$ cat config.mk
export PLATFORM = sky130hd
export DESIGN_NAME = thermal_alarm_fan_hysteresis
export DESIGN_NICKNAME = d
export VERILOG_FILES = /design/src/rtl/tafh_pkg.sv /design/src/rtl/thermal_alarm_fan_hysteresis.sv
export SDC_FILE = /design/constraint.sdc
export NUM_CORES = 1
export LEC_CHECK = 0
export ABC_CLOCK_PERIOD_IN_PS = 18300
export BUFFER_PORTS_ARGS = -buffer_cell sky130_fd_sc_hd__buf_2
export CORE_UTILIZATION = 50
export DETAILED_ROUTE_END_ITERATION = 6
export GPL_ROUTABILITY_DRIVEN = 1
export PLACE_DENSITY_LB_ADDON = 0.08
export SYNTH_ARGS = -nofsm -noshare
export SYNTH_HDL_FRONTEND = slang
export SYNTH_SLANG_ARGS = --single-unit
export TNS_END_PERCENT = 100
$ cat constraint.sdc
create_clock -name clk -period 18.3 [get_ports clk]
set_input_delay 3.66 -clock clk [delete_from_list [all_inputs] [get_ports clk]]
set_output_delay 3.66 -clock clk [all_outputs]
set_load 0.05 [all_outputs]
$ cat src/rtl/tafh_pkg.sv
// shared constants and helpers for the thermal alarm and fan hysteresis monitor
`default_nettype none

package tafh_pkg;

    // threshold field width and packed register widths
    localparam int THR_BITS       = 18;
    localparam int THR3_WIDTH     = 3 * THR_BITS;
    localparam int THR2_WIDTH     = 2 * THR_BITS;
    localparam int LIMIT_WIDTH    = 8;
    localparam int CFG_ADDR_WIDTH = 4;
    localparam int CFG_DATA_WIDTH = THR3_WIDTH;

    // reading conversion
    localparam int MDEG_PER_DEG = 1000;
    localparam int HALF_MDEG    = 500;

    // stream payload widths
    localparam int IN_DATA_WIDTH  = 16;
    localparam int OUT_DATA_WIDTH = 72;

    typedef logic signed [THR_BITS-1:0] thr_t;

    typedef enum logic [CFG_ADDR_WIDTH-1:0] {
        CFG_ALARM_RISE = 4'd0,
        CFG_ALARM_FALL = 4'd1,
        CFG_LOW        = 4'd2,
        CFG_FAN_RISE   = 4'd3,
        CFG_FAN_FALL   = 4'd4,
        CFG_TEST_EN    = 4'd5,
        CFG_TEST_TEMP  = 4'd6,
        CFG_RETRY      = 4'd7
    } cfg_addr_t;

    // pick threshold k from a packed word, first field in the lowest bits
    function automatic thr_t thr_field(input logic [THR3_WIDTH-1:0] packed_thr,
                                       input logic [1:0] k);
        logic [THR3_WIDTH-1:0] shifted;
        shifted = packed_thr >> (k * THR_BITS);
        return thr_t'(shifted[THR_BITS-1:0]);
    endfunction

endpackage

`default_nettype wire

$ cat src/rtl/thermal_alarm_fan_hysteresis.sv
// thermal alarm and fan hysteresis monitor, top level
//
// one sensor poll comes in on the s_ stream: s_tuser carries the read-ok flag,
// s_tdata the signed whole degrees and the half-degree bit. each poll gives
// exactly one result on the m_ stream: alarm level, fan level, current,
// lowest and highest temperature in millidegrees and the failed-read count.
// thresholds, test override and retry limit are written on the cfg_ channel
// (index, 54-bit data); the user writes only while no poll is in flight, not
// enforced by the block. cfg_ready is always high, unknown indexes are dropped.
// a poll sits in the input register, then the alarm and fan chains run in a
// single combinational pass and the result register and tracking state load
// together, so m_tvalid rises after both the input and the result register.
// throughput is one poll per cycle while m_tready is high; the next poll sees
// the state left by the previous one since state and result load on the same edge.
// when m_tready is low the result holds and one more poll waits in the input
// register; s_tready drops only when both are full.
// reset clears the registers to their defaults (retry limit 3), alarm and
// fan to normal, lowest to the largest and highest to the most negative
// temperature, and empties both pipeline registers.
`default_nettype none

module thermal_alarm_fan_hysteresis #(
    parameter int TEMP_WIDTH  = 18,
    parameter int COUNT_WIDTH = 8
) (
    input  wire logic                                 clk,
    input  wire logic                                 rst_n,
    // config write channel
    input  wire logic                                 cfg_valid,
    output logic                                      cfg_ready,
    input  wire logic [tafh_pkg::CFG_ADDR_WIDTH-1:0]  cfg_addr,
    input  wire logic [tafh_pkg::CFG_DATA_WIDTH-1:0]  cfg_data,
    // poll input stream
    input  wire logic                                 s_tvalid,
    output logic                                      s_tready,
    // [7:0] whole_degrees, [8] half_degree, [15:9] zero
    input  wire logic [tafh_pkg::IN_DATA_WIDTH-1:0]   s_tdata,
    // [0] read_ok
    input  wire logic                                 s_tuser,
    // result stream
    output logic                                      m_tvalid,
    input  wire logic                                 m_tready,
    // [2:0] alarm_level, [4:3] fan_level, [22:5] temp_mdeg, [40:23] lowest_mdeg,
    // [58:41] highest_mdeg, [66:59] fail_count, [71:67] zero
    output logic [tafh_pkg::OUT_DATA_WIDTH-1:0]       m_tdata
);

    import tafh_pkg::*;

    typedef enum logic [2:0] {
        A_NORMAL  = 3'd0,
        A_MIN     = 3'd1,
        A_LOWCRIT = 3'd2,
        A_MAX     = 3'd3,
        A_CRIT    = 3'd4,
        A_EMERG   = 3'd5,
        A_FAILED  = 3'd6
    } alarm_t;

    typedef enum logic [1:0] {
        F_NORMAL = 2'd0,
        F_MEDIUM = 2'd1,
        F_FAST   = 2'd2,
        F_MAX    = 2'd3
    } fan_t;

    typedef logic signed [TEMP_WIDTH-1:0] temp_t;

    localparam int CMP_WIDTH = (COUNT_WIDTH > LIMIT_WIDTH) ? COUNT_WIDTH : LIMIT_WIDTH;
    localparam temp_t LOW_INIT  = {1'b0, {(TEMP_WIDTH-1){1'b1}}};
    localparam temp_t HIGH_INIT = {1'b1, {(TEMP_WIDTH-1){1'b0}}};
    localparam temp_t MDEG_K    = TEMP_WIDTH'(MDEG_PER_DEG);
    localparam temp_t HALF_K    = TEMP_WIDTH'(HALF_MDEG);

    // configuration registers
    logic [THR3_WIDTH-1:0]  alarm_rise_reg;
    logic [THR3_WIDTH-1:0]  alarm_fall_reg;
    logic [THR2_WIDTH-1:0]  low_levels_reg;
    logic [THR3_WIDTH-1:0]  fan_rise_reg;
    logic [THR3_WIDTH-1:0]  fan_fall_reg;
    logic                   test_en_reg;
    thr_t                   override_temp_reg;
    logic [LIMIT_WIDTH-1:0] retry_limit_reg;

    // input register
    logic       in_valid_reg;
    logic       in_ok_reg;
    logic [7:0] in_deg_reg;
    logic       in_half_reg;

    // tracking state
    temp_t                  cur_temp_reg;
    temp_t                  lowest_reg;
    temp_t                  highest_reg;
    alarm_t                 alarm_reg;
    fan_t                   fan_reg;
    logic [COUNT_WIDTH-1:0] fail_cnt_reg;

    // result register
    logic                      out_valid_reg;
    logic [OUT_DATA_WIDTH-1:0] out_data_reg;

    logic advance;

    temp_t                  reading_next;
    temp_t                  lowest_next;
    temp_t                  highest_next;
    alarm_t                 alarm_next;
    fan_t                   fan_next;
    logic [COUNT_WIDTH-1:0] fail_cnt_next;
    logic [OUT_DATA_WIDTH-1:0] out_data_next;

    temp_t                  deg_ext;
    temp_t                  conv_temp;
    logic [CMP_WIDTH-1:0]   fail_ext;
    logic [CMP_WIDTH-1:0]   limit_ext;
    logic [CMP_WIDTH-1:0]   fail_out_ext;

    function automatic temp_t thr_ext(input logic [THR3_WIDTH-1:0] packed_thr,
                                      input logic [1:0] k);
        return TEMP_WIDTH'(thr_field(packed_thr, k));
    endfunction

    assign cfg_ready = 1'b1;
    assign advance   = in_valid_reg && (!out_valid_reg || m_tready);
    assign s_tready  = !in_valid_reg || advance;
    assign m_tvalid  = out_valid_reg;
    assign m_tdata   = out_data_reg;

    always_ff @(posedge clk or negedge rst_n)
    begin
        if (!rst_n)
        begin
            alarm_rise_reg    <= '0;
            alarm_fall_reg    <= '0;
            low_levels_reg    <= '0;
            fan_rise_reg      <= '0;
            fan_fall_reg      <= '0;
            test_en_reg       <= 1'b0;
            override_temp_reg <= '0;
            retry_limit_reg   <= LIMIT_WIDTH'(3);
        end
        else if (cfg_valid && cfg_ready)
        begin
            unique case (cfg_addr)
                CFG_ALARM_RISE: alarm_rise_reg    <= cfg_data;
                CFG_ALARM_FALL: alarm_fall_reg    <= cfg_data;
                CFG_LOW:        low_levels_reg    <= cfg_data[THR2_WIDTH-1:0];
                CFG_FAN_RISE:   fan_rise_reg      <= cfg_data;
                CFG_FAN_FALL:   fan_fall_reg      <= cfg_data;
                CFG_TEST_EN:    test_en_reg       <= cfg_data[0];
                CFG_TEST_TEMP:  override_temp_reg <= thr_t'(cfg_data[THR_BITS-1:0]);
                CFG_RETRY:      retry_limit_reg   <= cfg_data[LIMIT_WIDTH-1:0];
                default:        ;
            endcase
        end
    end

    always_comb
    begin
        deg_ext   = TEMP_WIDTH'($signed(in_deg_reg));
        conv_temp = deg_ext * MDEG_K + (in_half_reg ? HALF_K : '0);
        fail_ext  = CMP_WIDTH'(fail_cnt_reg);
        limit_ext = CMP_WIDTH'(retry_limit_reg);

        reading_next  = cur_temp_reg;
        alarm_next    = alarm_reg;
        fail_cnt_next = fail_cnt_reg;

        if (test_en_reg)
        begin
            alarm_next   = A_NORMAL;
            reading_next = TEMP_WIDTH'(override_temp_reg);
        end
        else if (!in_ok_reg)
        begin
            if (fail_ext > limit_ext)
                alarm_next = A_FAILED;
            if (fail_cnt_reg != '1)
                fail_cnt_next = fail_cnt_reg + 1'b1;
        end
        else
        begin
            fail_cnt_next = '0;
            if (alarm_reg == A_FAILED)
                alarm_next = A_NORMAL;
            reading_next = conv_temp;
        end

        lowest_next  = lowest_reg;
        highest_next = highest_reg;
        fan_next     = fan_reg;

        if (alarm_next != A_FAILED)
        begin
            if (lowest_reg > reading_next)
                lowest_next = reading_next;
            if (highest_reg < reading_next)
                highest_next = reading_next;

            // falling side first, then rising, same order as a chain of checks
            if (alarm_next == A_EMERG && reading_next <= thr_ext(alarm_fall_reg, 2'd2))
                alarm_next = A_CRIT;
            if (alarm_next == A_CRIT && reading_next <= thr_ext(alarm_fall_reg, 2'd1))
                alarm_next = A_MAX;
            if (alarm_next == A_MAX && reading_next <= thr_ext(alarm_fall_reg, 2'd0))
                alarm_next = A_NORMAL;
            // low critical recovers to below min first
            if (alarm_next == A_LOWCRIT
                && reading_next > thr_ext(THR3_WIDTH'(low_levels_reg), 2'd1))
                alarm_next = A_MIN;
            if (alarm_next == A_MIN
                && reading_next > thr_ext(THR3_WIDTH'(low_levels_reg), 2'd0))
                alarm_next = A_NORMAL;

            if (alarm_next == A_NORMAL && reading_next >= thr_ext(alarm_rise_reg, 2'd0))
                alarm_next = A_MAX;
            if (alarm_next == A_MAX && reading_next >= thr_ext(alarm_rise_reg, 2'd1))
                alarm_next = A_CRIT;
            if (alarm_next == A_CRIT && reading_next >= thr_ext(alarm_rise_reg, 2'd2))
                alarm_next = A_EMERG;
            if (alarm_next == A_NORMAL
                && reading_next <= thr_ext(THR3_WIDTH'(low_levels_reg), 2'd0))
                alarm_next = A_MIN;
            if (alarm_next == A_MIN
                && reading_next <= thr_ext(THR3_WIDTH'(low_levels_reg), 2'd1))
                alarm_next = A_LOWCRIT;

            if (fan_next == F_NORMAL && reading_next >= thr_ext(fan_rise_reg, 2'd0))
                fan_next = F_MEDIUM;
            if (fan_next == F_MEDIUM && reading_next >= thr_ext(fan_rise_reg, 2'd1))
                fan_next = F_FAST;
            if (fan_next == F_FAST && reading_next >= thr_ext(fan_rise_reg, 2'd2))
                fan_next = F_MAX;
            if (fan_next == F_MAX && reading_next <= thr_ext(fan_fall_reg, 2'd2))
                fan_next = F_FAST;
            if (fan_next == F_FAST && reading_next <= thr_ext(fan_fall_reg, 2'd1))
                fan_next = F_MEDIUM;
            if (fan_next == F_MEDIUM && reading_next <= thr_ext(fan_fall_reg, 2'd0))
                fan_next = F_NORMAL;
        end

        fail_out_ext  = CMP_WIDTH'(fail_cnt_next);
        out_data_next = {5'b0,
                         fail_out_ext[7:0],
                         highest_next[THR_BITS-1:0],
                         lowest_next[THR_BITS-1:0],
                         reading_next[THR_BITS-1:0],
                         fan_next,
                         alarm_next};
    end

    always_ff @(posedge clk or negedge rst_n)
    begin
        if (!rst_n)
        begin
            in_valid_reg  <= 1'b0;
            out_valid_reg <= 1'b0;
            cur_temp_reg  <= '0;
            lowest_reg    <= LOW_INIT;
            highest_reg   <= HIGH_INIT;
            alarm_reg     <= A_NORMAL;
            fan_reg       <= F_NORMAL;
            fail_cnt_reg  <= '0;
        end
        else
        begin
            if (s_tvalid && s_tready)
                in_valid_reg <= 1'b1;
            else if (advance)
                in_valid_reg <= 1'b0;

            if (advance)
            begin
                out_valid_reg <= 1'b1;
                cur_temp_reg  <= reading_next;
                lowest_reg    <= lowest_next;
                highest_reg   <= highest_next;
                alarm_reg     <= alarm_next;
                fan_reg       <= fan_next;
                fail_cnt_reg  <= fail_cnt_next;
            end
            else if (m_tready)
                out_valid_reg <= 1'b0;
        end
    end

    // payload registers, no reset
    always_ff @(posedge clk)
    begin
        if (s_tvalid && s_tready)
        begin
            in_ok_reg   <= s_tuser;
            in_deg_reg  <= s_tdata[7:0];
            in_half_reg <= s_tdata[8];
        end
        if (advance)
            out_data_reg <= out_data_next;
    end

    // a failed alarm only comes from counted failed reads
    a_failed_has_count: assert property (@(posedge clk) disable iff (!rst_n)
        alarm_reg == A_FAILED |-> fail_cnt_reg != '0)
        else $error("failed alarm with zero fail count");

    // min/max tracking stays ordered once any reading went in
    a_track_order: assert property (@(posedge clk) disable iff (!rst_n)
        (lowest_reg <= highest_reg) || (lowest_reg == LOW_INIT && highest_reg == HIGH_INIT))
        else $error("lowest above highest");

    // a request moved out of the input register shows up as a result next cycle
    a_advance_result: assert property (@(posedge clk) disable iff (!rst_n)
        advance |=> out_valid_reg)
        else $error("result missing after advance");

    // input side stalls only with both registers full
    a_stall_full: assert property (@(posedge clk) disable iff (!rst_n)
        !s_tready |-> (in_valid_reg && out_valid_reg && !m_tready))
        else $error("input stalled with room left");

endmodule

`default_nettype wire
==> results.md, run 1 <==
* Tot Pwr at 5.34 mW
* H-tree lvl count at 2
* Setup crit end: alarm_reg[0]
* Mapped Area at 25800 um2
* Ratio of final minimum period to clock period at 0.501
* Global placement routability congestion at 0.851
* Diodes inserted at 0
* First-pass GRT wire length at 105 mm
* Final setup violating endpoints at 0
* Number of I/O port buffers at 141
* Internal at 3.00 mW
* Fin Setup TNS at 0 ps
* Yosys reg bits at 425
* Sequential power share at 0.270
* Area leader, netlist: dfrtp_1
* Synth top cells by count: 342 x inv_1, 333 x ha_1, 328 x dfrtp_1, 240 x mux2_2, 210 x nand2_1
* Cts-stage hold buffer count at 0
* CTS tree: done
* R2r endpoint: alarm_reg[0]
* CTS Root Cell: clkbuf_16
* Max Fclk at 109 MHz
* Worst reg2reg path depth at 29
* Power share of the combinational group at 0.537
* Register area share after synthesis at 0.428
* Critical Path Max Stage Delay at 640 ps
* Worst r2r src: in_deg_reg[1]
* Final hold vios at 0
* Sw frac at 0.438
* CTS Buffer Depth at 3
* Initial Utilization at 0.510
* Reg2Reg Setup Slack at 9140 ps
* Syn. warnings at 0
* Max_cap viols at 0
* Area Overhead vs Synth at 12.8%
* Area of the multi-input gates at 13300 um2
* Vias/cell at 5.56
* Synth area leaders: dfrtp_1 32%, ha_1 16%, mux2_2 10%, edfxtp_1 9.0%, inv_1 5.0%
* Pins Over Slew Limit at 0
* Final Non-Filler Cells at 3336
* CTS Buf Count at 49
* Skew final at 23.4 ps
* Post-DP HPWL at 46.7 mm
* Mean Syn Cell Area at 10.5 um2
* CTS sink count at 425
* Worst EP required at 18800 ps
* Routed vias at 18600
* Die area at 52600 um2
* Setup bufs post-CTS at 0
* Synthesized instance count at 2462
* Maximum fanout along the worst path at 15
* Net Switching at 2.34 mW
* PostCTS Resize Cnt at 0
* Status: complete, no violations
* Lkg Pwr at 14.2 nW
* Maximum vdd ir drop at 0.0931 mV
* Row cnt at 82
* Routed Antenna Nets at 0
* Synth top area share at 0.318
* Clock-pin slew of the registers on the worst-case setup and hold paths at 60 ps
* Drt pass-1 iters at 5
* WL/cell at 19.9 um
* Async SR Flop Fraction at 0.819
* Clk pwr share at 0.193
* Design Area, Final at 29100 um2
* Storage cell area at 11000 um2
* Post-synth top flop: dfrtp_1
* Worst EP arrival at 9660 ps
* Share of layout cells above drive strength 1 at 0.205
* DRC viols at 0
* Fin nets at 3061
* GRT Util Overall at 0.258
* Post-synth EDFFs at 77
* Largest net degree at the start of global routing at 120
* Startpoint class of the critical path: flop
* Synth cell types at 86
* WHS at 477 ps
* 1st-iter DRT viols at 968
* Placed Area at 27400 um2
* Ports at 155
* Vias in the first global route at 18700
* Worst slew margin at 0.252
* Crit Path Class: flop to flop
* Post-route minimum period at 9160 ps
* Most numerous cell in the Yosys netlist: inv_1
* Pre-CTS setup slack at 9320 ps
* Placed cell count at 3244
* Initial antenna violation count at 6
* Die width at 229 um
* PwrDens at 183 nW/um2
* Core area at 50600 um2
* Worst-margin pin slew at 1120 ps
* Element type at the critical path end: flop
* Final worst setup slack at 9140 ps
* Worst skew pair latency at 610 ps
* Final WL at 66.2 mm
* Die height at 229 um
* RSZ-0062 raised after global routing: false
* Filler instances at 4389
* Crit. Startpoint: in_deg_reg[1]
* Hold Crit Start: cur_temp_reg[12]
* Fin util at 0.576
* Congestion Overflow GR at 0
* Number of flip-flops in the largest register at 67
* Hold Crit Class: flop to flop
* Crit-path slowest cell: nand2_1
==> per-layer routing <==
layer	track usage	wire, um	share of wire	vias up
met5	0	60	0.00091	-
met4	0.0823	1870	0.028	10
met3	0.0386	3100	0.047	128
met2	0.422	30800	0.46	359
met1	0.352	30400	0.46	9126
li1	-	-	-	8940
==> layout by cell type (no fill, tap or decap), types with 7 or more instances in the layout <==
cell,n
a211o_1,8
a211oi_1,22
a21o_1,57
a21oi_1,113
a31oi_1,13
and2_1,7
and3_1,11
and4_1,7
buf_2,140
buf_4,35
clkbuf_1,14
clkbuf_16,52
clkinv_2,9
dfrtp_1,327
dfstp_2,20
edfxtp_1,77
fa_1,25
ha_1,333
inv_1,342
mux2_2,240
mux2i_1,9
nand2_1,209
nand2b_1,22
nand3_1,23
nand3b_1,7
nand4_1,49
nor2_1,82
nor2b_1,25
nor3_1,10
nor4_1,7
o211ai_1,9
o21a_1,23
o21ai_0,170
o21ai_1,9
o21ai_2,9
xnor2_1,20
xor2_1,12
==> layout make-up <==
cell class / count / share of cell area
Timing Repair Buffer: 176 / 0.0336
Sequential cell: 425 / 0.379
Clock buffer: 72 / 0.0493
Inverter: 343 / 0.0443
Multi-Input combinational cell: 1628 / 0.456
Clock inverter: 20 / 0.00877
Tap cell: 672 / 0.0289
==> kinds of logic after synthesis <==
family / count (synthesis) / share of synthesized area
buffers and inverters: 413 / 0.0610
flip-flops: 425 / 0.428
AND/OR/NAND/NOR: 487 / 0.0913
multiplexers: 249 / 0.108
other: 2 / 0.000291
XOR/XNOR: 32 / 0.0109
adder cells (fa/ha/maj): 359 / 0.181
AO/OA/AOI/OAI: 495 / 0.119
==> power by group through the flow <==
stage / logic [mW] / registers, mW / clock network (mW)
2_1_floorplan: 1.83 / 1.63 / 0
3_3_place_gp: 2.76 / 1.45 / 0
3_5_place_dp: 2.84 / 1.46 / 0
4_1_cts: 2.87 / 1.44 / 1.05
5_1_grt: 3.21 / 1.47 / 1.09
6_report: 2.87 / 1.44 / 1.03
==> how the worst min path moves through the flow <==
stage | cells after the start | slack (ps) | endpoint
2_1_floorplan | 2 | 440 | cur_temp_reg[0]
3_3_place_gp | 2 | 450 | cur_temp_reg[0]
3_5_place_dp | 2 | 470 | cur_temp_reg[12]
4_1_cts | 2 | 480 | cur_temp_reg[12]
5_1_grt | 2 | 500 | cur_temp_reg[10]
6_report | 2 | 480 | cur_temp_reg[12]
==> critical path: cells and delay by family, from the launching register on <==
family	cells	cell delay, ps
buf+inv	2	100
compound gates	10	2470
simple gates	9	2550
fa+ha+maj	6	2810
xor+xnor	2	620
flops	1	510
No activity file was read; power rests on OpenSTA's default activity.
==> inputs of run 2 (changes only) <==
--- a/config.mk
+++ b/config.mk
@@ -5,7 +5,7 @@
 export SDC_FILE = /design/constraint.sdc
 export NUM_CORES = 1
 export LEC_CHECK = 0
-export ABC_CLOCK_PERIOD_IN_PS = 18300
+export ABC_CLOCK_PERIOD_IN_PS = 8890
 export BUFFER_PORTS_ARGS = -buffer_cell sky130_fd_sc_hd__buf_2
 export CORE_UTILIZATION = 50
 export DETAILED_ROUTE_END_ITERATION = 6
==> constraint.sdc (replaced) <==
create_clock -name clk -period 8.89 [get_ports clk]
set_input_delay 1.778 -clock clk [delete_from_list [all_inputs] [get_ports clk]]
set_output_delay 1.778 -clock clk [all_outputs]
set_load 0.05 [all_outputs]
==> results.md, run 2 (synthesized netlist as in run 1, its figures left out) <==
* Vias/cell at 5.55 (-0.27%)
* Share of layout cells above drive strength 1 at 0.206 (+0.000959)
* Largest net degree at the start of global routing at 127 (+5.8%)
* Global placement routability congestion at 0.885 (+4.0%)
* Final WL at 65.7 mm (-0.82%)
* Buf/Inv on CP at 4 (+2)
* Hold Crit Start: cur_temp_reg[9]
* Commonest cells after routing, fill and taps aside: 342 x inv_1, 333 x ha_1, 327 x dfrtp_1, 240 x mux2_2, 209 x nand2_1
* Drt pass-1 iters at 6 (+1)
* Worst EP required at 9390 ps (-9410 ps)
* Worst EP arrival at 8770 ps (-890 ps)
* Final hold vios at 0 (unchanged)
* Status: complete, no violations
* Number of flip-flops in the largest register at 67 (unchanged)
* GR Layer Usage met3 at 0.0410 (+0.00237)
* Crit. Startpoint: in_deg_reg[1]
* CTS Root Cell: clkbuf_16
* PostCTS Resize Cnt at 0 (unchanged)
* Filler instances at 4339 (-1.1%)
* CTS Buf Count at 49 (unchanged)
* Final setup violating endpoints at 0 (unchanged)
* Startpoint class of the critical path: flop
* Initial Utilization at 0.510 (unchanged)
* WHS at 479 ps (+1.99 ps)
* WL/cell at 19.6 um (-1.1%)
* Row cnt at 82 (unchanged)
* Skew final at 16.6 ps (-6.78 ps)
* Family with the most delay on the worst path: compound AO/OA/AOI/OAI gates
* Max_cap viols at 0 (unchanged)
* RSZ-0062 raised after global routing: false
* GR peak layer: met2
* Initial antenna violation count at 7 (+1)
* Congestion Overflow GR at 0 (unchanged)
* Lkg Pwr at 14.1 nW (-0.24%)
* Crit Path Class: flop to flop
* Max Fclk at 121 MHz (+11%)
* Worst r2r src: in_deg_reg[1]
* Die height at 229 um (unchanged)
* Setup bufs post-CTS at 0 (unchanged)
* Worst-margin pin slew at 995 ps (-127 ps)
* CTS sink count at 425 (unchanged)
* Fin Setup TNS at 0 ps (unchanged)
* PwrDens at 375 nW/um2 (+100%)
* Core area at 50600 um2 (unchanged)
* Worst skew pair latency at 600 ps (about the same)
* Vias in the first global route at 18700 (+0.17%)
* GRT Util Overall at 0.256 (-0.00243)
* Met2 Usage GRT at 0.421 (-0.00104)
* Maximum vdd ir drop at 0.218 mV (+130%)
* CTS Buffer Depth at 3 (unchanged)
* Post-route minimum period at 8270 ps (-888 ps)
* Pre-CTS setup slack at 660 ps (-8660 ps)
* Fin nets at 3070 (+0.29%)
* DRC viols at 0 (unchanged)
* Ratio of final minimum period to clock period at 0.931 (+0.430)
* Number of I/O port buffers at 141 (unchanged)
* Crit-path slowest cell: fa_1
* Ports at 155 (unchanged)
* Area Overhead vs Synth at 12.5%
* CTS tree: done
* First-pass GRT wire length at 105 mm (-0.22%)
* Die area at 52600 um2 (unchanged)
* Routed Antenna Nets at 0 (unchanged)
* Most common cell after layout, fill and taps aside: inv_1
* Element type at the critical path end: flop
* Pins Over Slew Limit at 0 (unchanged)
* Hold Crit Class: flop to flop
* Met1 usage at 0.352 (about the same)
* Worst slew margin at 0.336 (+0.0849)
* Final worst setup slack at 617 ps (-8520 ps)
* H-tree lvl count at 2 (unchanged)
* Clock-pin slew of the registers on the worst-case setup and hold paths at 60 ps (about the same)
* Routed vias at 18600 (-0.027%)
* Post-DP HPWL at 47.5 mm (+1.7%)
* Critical Path Max Stage Delay at 580 ps (-60 ps)
* Maximum fanout along the worst path at 14 (-1)
* 1st-iter DRT viols at 1023 (+5.7%)
* Cts-stage hold buffer count at 0 (unchanged)
* Die width at 229 um (unchanged)
* Fin util at 0.574 (-0.00163)
* Tot Pwr at 10.9 mW (+100%)
[run 2: cell types whose count changed in the layout (fill, tap and decap cells not counted), sizes merged]
cell / delta
buf: +9
bufinv: -5
clkinv: +2
diode: +1
inv: +1
[run 2: worst paths after layout]
kind	endpoint	slack, ps	cells after the start
min in group asynchronous	fan_rise_reg[13]	1200	1
max in group asynchronous	fan_fall_reg[0]	6140	2
worst min register to register	cur_temp_reg[9]	480	2
worst max-delay path	alarm_reg[0]	620	32
worst min-delay path	cur_temp_reg[9]	480	2
worst max register to register	alarm_reg[0]	620	32
[run 2: stage by stage]
step	cell area, um2	std cells
after CTS	29000	3343
after global placement	27500	3253
after detailed placement	27500	3253
after global routing	29000	3344
after floorplan	25800	2466
final	29000	3344
[run 2: layout make-up]
type	count	area, um2	area share
diodes	1	2.50	0.0000862
multi-input cells	1628	13300	0.457
repair buffers	185	1060	0.0365
inverters	343	1290	0.0444
flip-flops and latches	425	11000	0.380
clock buffers	72	1400	0.0483
clock inverters	18	124	0.00427
well taps	672	841	0.0290
[run 2: worst min-delay path, cell delays in order (launching register included)]
cell and delay, ps:
dfrtp_1 340, nand2_1 50, o21ai_0 60
[run 2: where the power goes]
part           internal, mW  switching, mW  total, mW
clock                  1.12          0.825       1.94
combinational          2.27           3.71       5.98
sequential             2.67          0.286       2.96
total                  6.06           4.82       10.9
[run 2: layer usage]
metal | vias to the layer above | wire (um) | part of all wire
li1 | 8944 | - | -
met1 | 9133 | 30300 | 0.46
met2 | 358 | 30900 | 0.47
met3 | 111 | 3030 | 0.046
met4 | 12 | 1420 | 0.022
met5 | - | 76 | 0.0012
==> inputs of run 3 (changes only) <==
--- a/config.mk
+++ b/config.mk
@@ -5,6 +5,7 @@
 export SDC_FILE = /design/constraint.sdc
 export NUM_CORES = 1
 export LEC_CHECK = 0
+export ABC_AREA = 1
 export ABC_CLOCK_PERIOD_IN_PS = 8890
 export BUFFER_PORTS_ARGS = -buffer_cell sky130_fd_sc_hd__buf_2
 export CORE_UTILIZATION = 50
==> results.md, run 3 <==
* Synth top area share at 0.317 (-0.00111)
* PwrDens at 401 nW/um2 (+7.1%)
* Synth cell types at 59 (-31%)
* Design Area, Final at 29100 um2 (+0.36%)
* Critical Path Max Stage Delay at 750 ps (+170 ps)
* Vias/cell at 5.26 (-5.2%)
* Fin Setup TNS at 0 ps (unchanged)
* Maximum fanout along the worst path at 15 (+1)
* Async SR Flop Fraction at 0.819 (unchanged)
* Worst-margin pin slew at 1100 ps (+102 ps)
* Cts-stage hold buffer count at 0 (unchanged)
* Initial Utilization at 0.505 (-0.00542)
* Yosys reg bits at 425 (unchanged)
* Worst r2r src: in_deg_reg[1]
* Final setup violating endpoints at 0 (unchanged)
* Area of the multi-input gates at 12700 um2 (-4.7%)
* Most numerous cell in the Yosys netlist: nand2_1
* Most common cell after layout, fill and taps aside: nand2_1
* RSZ-0062 raised after global routing: false
* Number of flip-flops in the largest register at 67 (unchanged)
* Ports at 155 (unchanged)
* Met3 routed WL at 3.56 mm (+18%)
* Congestion Overflow GR at 0 (unchanged)
* Worst slew margin at 0.268 (-0.0680)
* Clock-pin slew of the registers on the worst-case setup and hold paths at 60 ps (about the same)
* Max_cap viols at 0 (unchanged)
* Synthesized instance count at 3050 (+24%)
* Worst reg2reg path depth at 40 (+25%)
* 1st-iter DRT viols at 1476 (+44%)
* Syn. warnings at 0 (unchanged)
* WL/cell at 17.1 um (-13%)
* CTS Root Cell: clkbuf_16
* Number of I/O port buffers at 141 (unchanged)
* Commonest cells after routing, fill and taps aside: 713 x nand2_1, 522 x inv_1, 359 x o21ai_0, 333 x ha_1, 328 x dfrtp_1
* Largest net degree at the start of global routing at 109 (-14%)
* Diodes inserted at 0 (-1)
* Mean Syn Cell Area at 8.50 um2 (-19%)
* Post-DP HPWL at 47.2 mm (-0.60%)
* Ratio of final minimum period to clock period at 0.887 (-0.0434)
* H-tree lvl count at 2 (unchanged)
* CTS Buf Count at 48 (-2.0%)
* Initial antenna violation count at 5 (-2)
* CTS Buffer Depth at 3 (unchanged)
* Worst EP arrival at 8240 ps (-530 ps)
* Element type at the critical path end: flop
* Max Fclk at 127 MHz (+4.9%)
* CTS sink count at 425 (unchanged)
* Filler instances at 4742 (+9.3%)
* Worst skew pair latency at 590 ps (about the same)
* Startpoint class of the critical path: flop
* Worst EP required at 9240 ps (-150 ps)
* Top Metal Used: met5
* Family with the most delay on the worst path: adder cells
* Placed Area at 27500 um2 (-0.14%)
* Routed vias at 20600 (+11%)
* R2r endpoint: m_tdata[0]
* Met1 wire length at 30.3 mm (about the same)
* CTS tree: done
* Reg2Reg Setup Slack at 1000 ps (+390 ps)
* Post-route minimum period at 7890 ps (-386 ps)
* Share of layout cells above drive strength 1 at 0.106 (-0.101)
* Fin nets at 3627 (+18%)
* Routed Antenna Nets at 0 (unchanged)
* Mapped Area at 25900 um2 (+0.35%)
* Final WL at 66.8 mm (+1.7%)
* Buf/Inv on CP at 5 (+1)
* DRC viols at 0 (unchanged)
* Die area at 52700 um2 (+0.34%)
* Hold Crit Class: flop to flop
* Die height at 230 um (+0.17%)
* Die width at 230 um (+0.17%)
* Vias in the first global route at 20200 (+8.2%)
* Lkg Pwr at 14.8 nW (+4.8%)
* Synth top cells by count: 715 x nand2_1, 522 x inv_1, 359 x o21ai_0, 333 x ha_1, 328 x dfrtp_1
* Storage cell area at 11000 um2 (about the same)
* Setup crit end: m_tdata[0]
* Area leader, netlist: dfrtp_1
* Levels on crit path at 40 (+25%)
* Status: complete, no violations
* Register area share after synthesis at 0.426 (-0.00149)
* Post-synth EDFFs at 77 (unchanged)
* Row cnt at 83 (+1.2%)
* Final hold vios at 0 (unchanged)
* Crit-path slowest cell: inv_1
* Global placement routability congestion at 0.861 (-2.7%)
* First-pass GRT wire length at 107 mm (+2.7%)
* Core area at 51300 um2 (+1.4%)
* Critical Path Most Common Cell: nand2_1
* GRT Util Overall at 0.261 (+0.00511)
* Post-synth top flop: dfrtp_1
* Setup bufs post-CTS at 0 (unchanged)
* Skew final at 12.9 ps (-3.67 ps)
* Area Overhead vs Synth at 12.5% (about the same)
* Synth area leaders: dfrtp_1 32%, ha_1 16%, nand2_1 10%, edfxtp_1 8.9%, inv_1 7.6%
* Maximum vdd ir drop at 0.242 mV (+11%)
* Drt pass-1 iters at 5 (-1)
* Crit. Startpoint: in_deg_reg[1]
* Metal2 WL at 30.4 mm (-1.8%)
* PostCTS Resize Cnt at 0 (unchanged)
* Pins Over Slew Limit at 0 (unchanged)
* Crit Path Class: flop to flop
[run 3: changes by cell type in the layout (fill, tap and decap cells not counted), moves of 14 or more]
| cell | change |
|---|---|
| buf_4 | -14 |
| nor2b_1 | -25 |
| nor2_1 | +54 |
| o21ai_0 | +189 |
| nand4_1 | -26 |
| mux2_2 | -240 |
| nand2_1 | +504 |
| nand2_2 | +16 |
| nand2b_1 | -22 |
| a21oi_1 | +30 |
| nand3_1 | +15 |
| a21o_1 | -46 |
| o21ai_1 | +19 |
| inv_1 | +180 |
[run 3: metal layers]
metal  vias to the layer above  GRT usage
met3                       137     0.0428
met5                         -          0
met2                       471      0.422
li1                      10200          -
met1                      9771      0.350
met4                         6      0.101
[run 3: kinds of logic (layout without fill, tap and decap cells)]
kind of cell    Yosys count  after routing  share of synthesized area
compound gates          623            623                      0.132
other cells               2              6                   0.000290
xor+xnor                 36             36                     0.0135
fa+ha+maj               358            358                      0.180
simple gates            992            992                      0.157
buf+inv                 614            789                     0.0908
flops                   425            425                      0.426
[run 3: stage by stage]
stage | setup WS (ps) | utilization | power [mW] | instances | hold WS, ps
2_1_floorplan | 2070 | - | 7.75 | 3054 | 453
3_3_place_gp | 1070 | 0.535 | 9.37 | 3819 | 466
3_5_place_dp | 963 | 0.535 | 9.60 | 3819 | 470
4_1_cts | 970 | 0.568 | 11.8 | 3909 | 480
5_1_grt | 335 | 0.568 | 12.8 | 3909 | 489
6_report | 1000 | 0.568 | 11.7 | 3909 | 481
[run 3: worst reg2reg max path, delay by kind of cell (launching register included)]
kind	cells	cell delay [ps]
flip-flops	1	530
AO/OA/AOI/OAI	6	980
buffers and inverters	5	1010
XOR/XNOR	2	380
AND/OR/NAND/NOR	21	1960
adder cells (fa/ha/maj)	6	2830
[run 3: report_power, final]
group,internal [mW],switching [mW]
combinational,2.22,4.38
sequential,2.68,0.310
clock,1.27,0.831
total,6.17,5.52
[run 3: how the worst min path moves through the flow]
stage	startpoint	to	slack (ps)	cells after the start
after floorplan	alarm_fall_reg[10]	alarm_fall_reg[10]	450	2
after global placement	lowest_reg[4]	lowest_reg[4]	470	2
after detailed placement	lowest_reg[2]	lowest_reg[2]	470	2
after CTS	lowest_reg[2]	lowest_reg[2]	480	2
after global routing	lowest_reg[6]	lowest_reg[6]	490	2
final	lowest_reg[1]	lowest_reg[1]	480	2
[run 3: area by class of cell]
cell class                 instances  area share
inverter                         529      0.0682
clock inverter                    33      0.0128
multi-input combinational       2015       0.434
tap                              680      0.0292
sequential                       425       0.379
timing repair buffer             170      0.0320
clock buffer                      57      0.0445
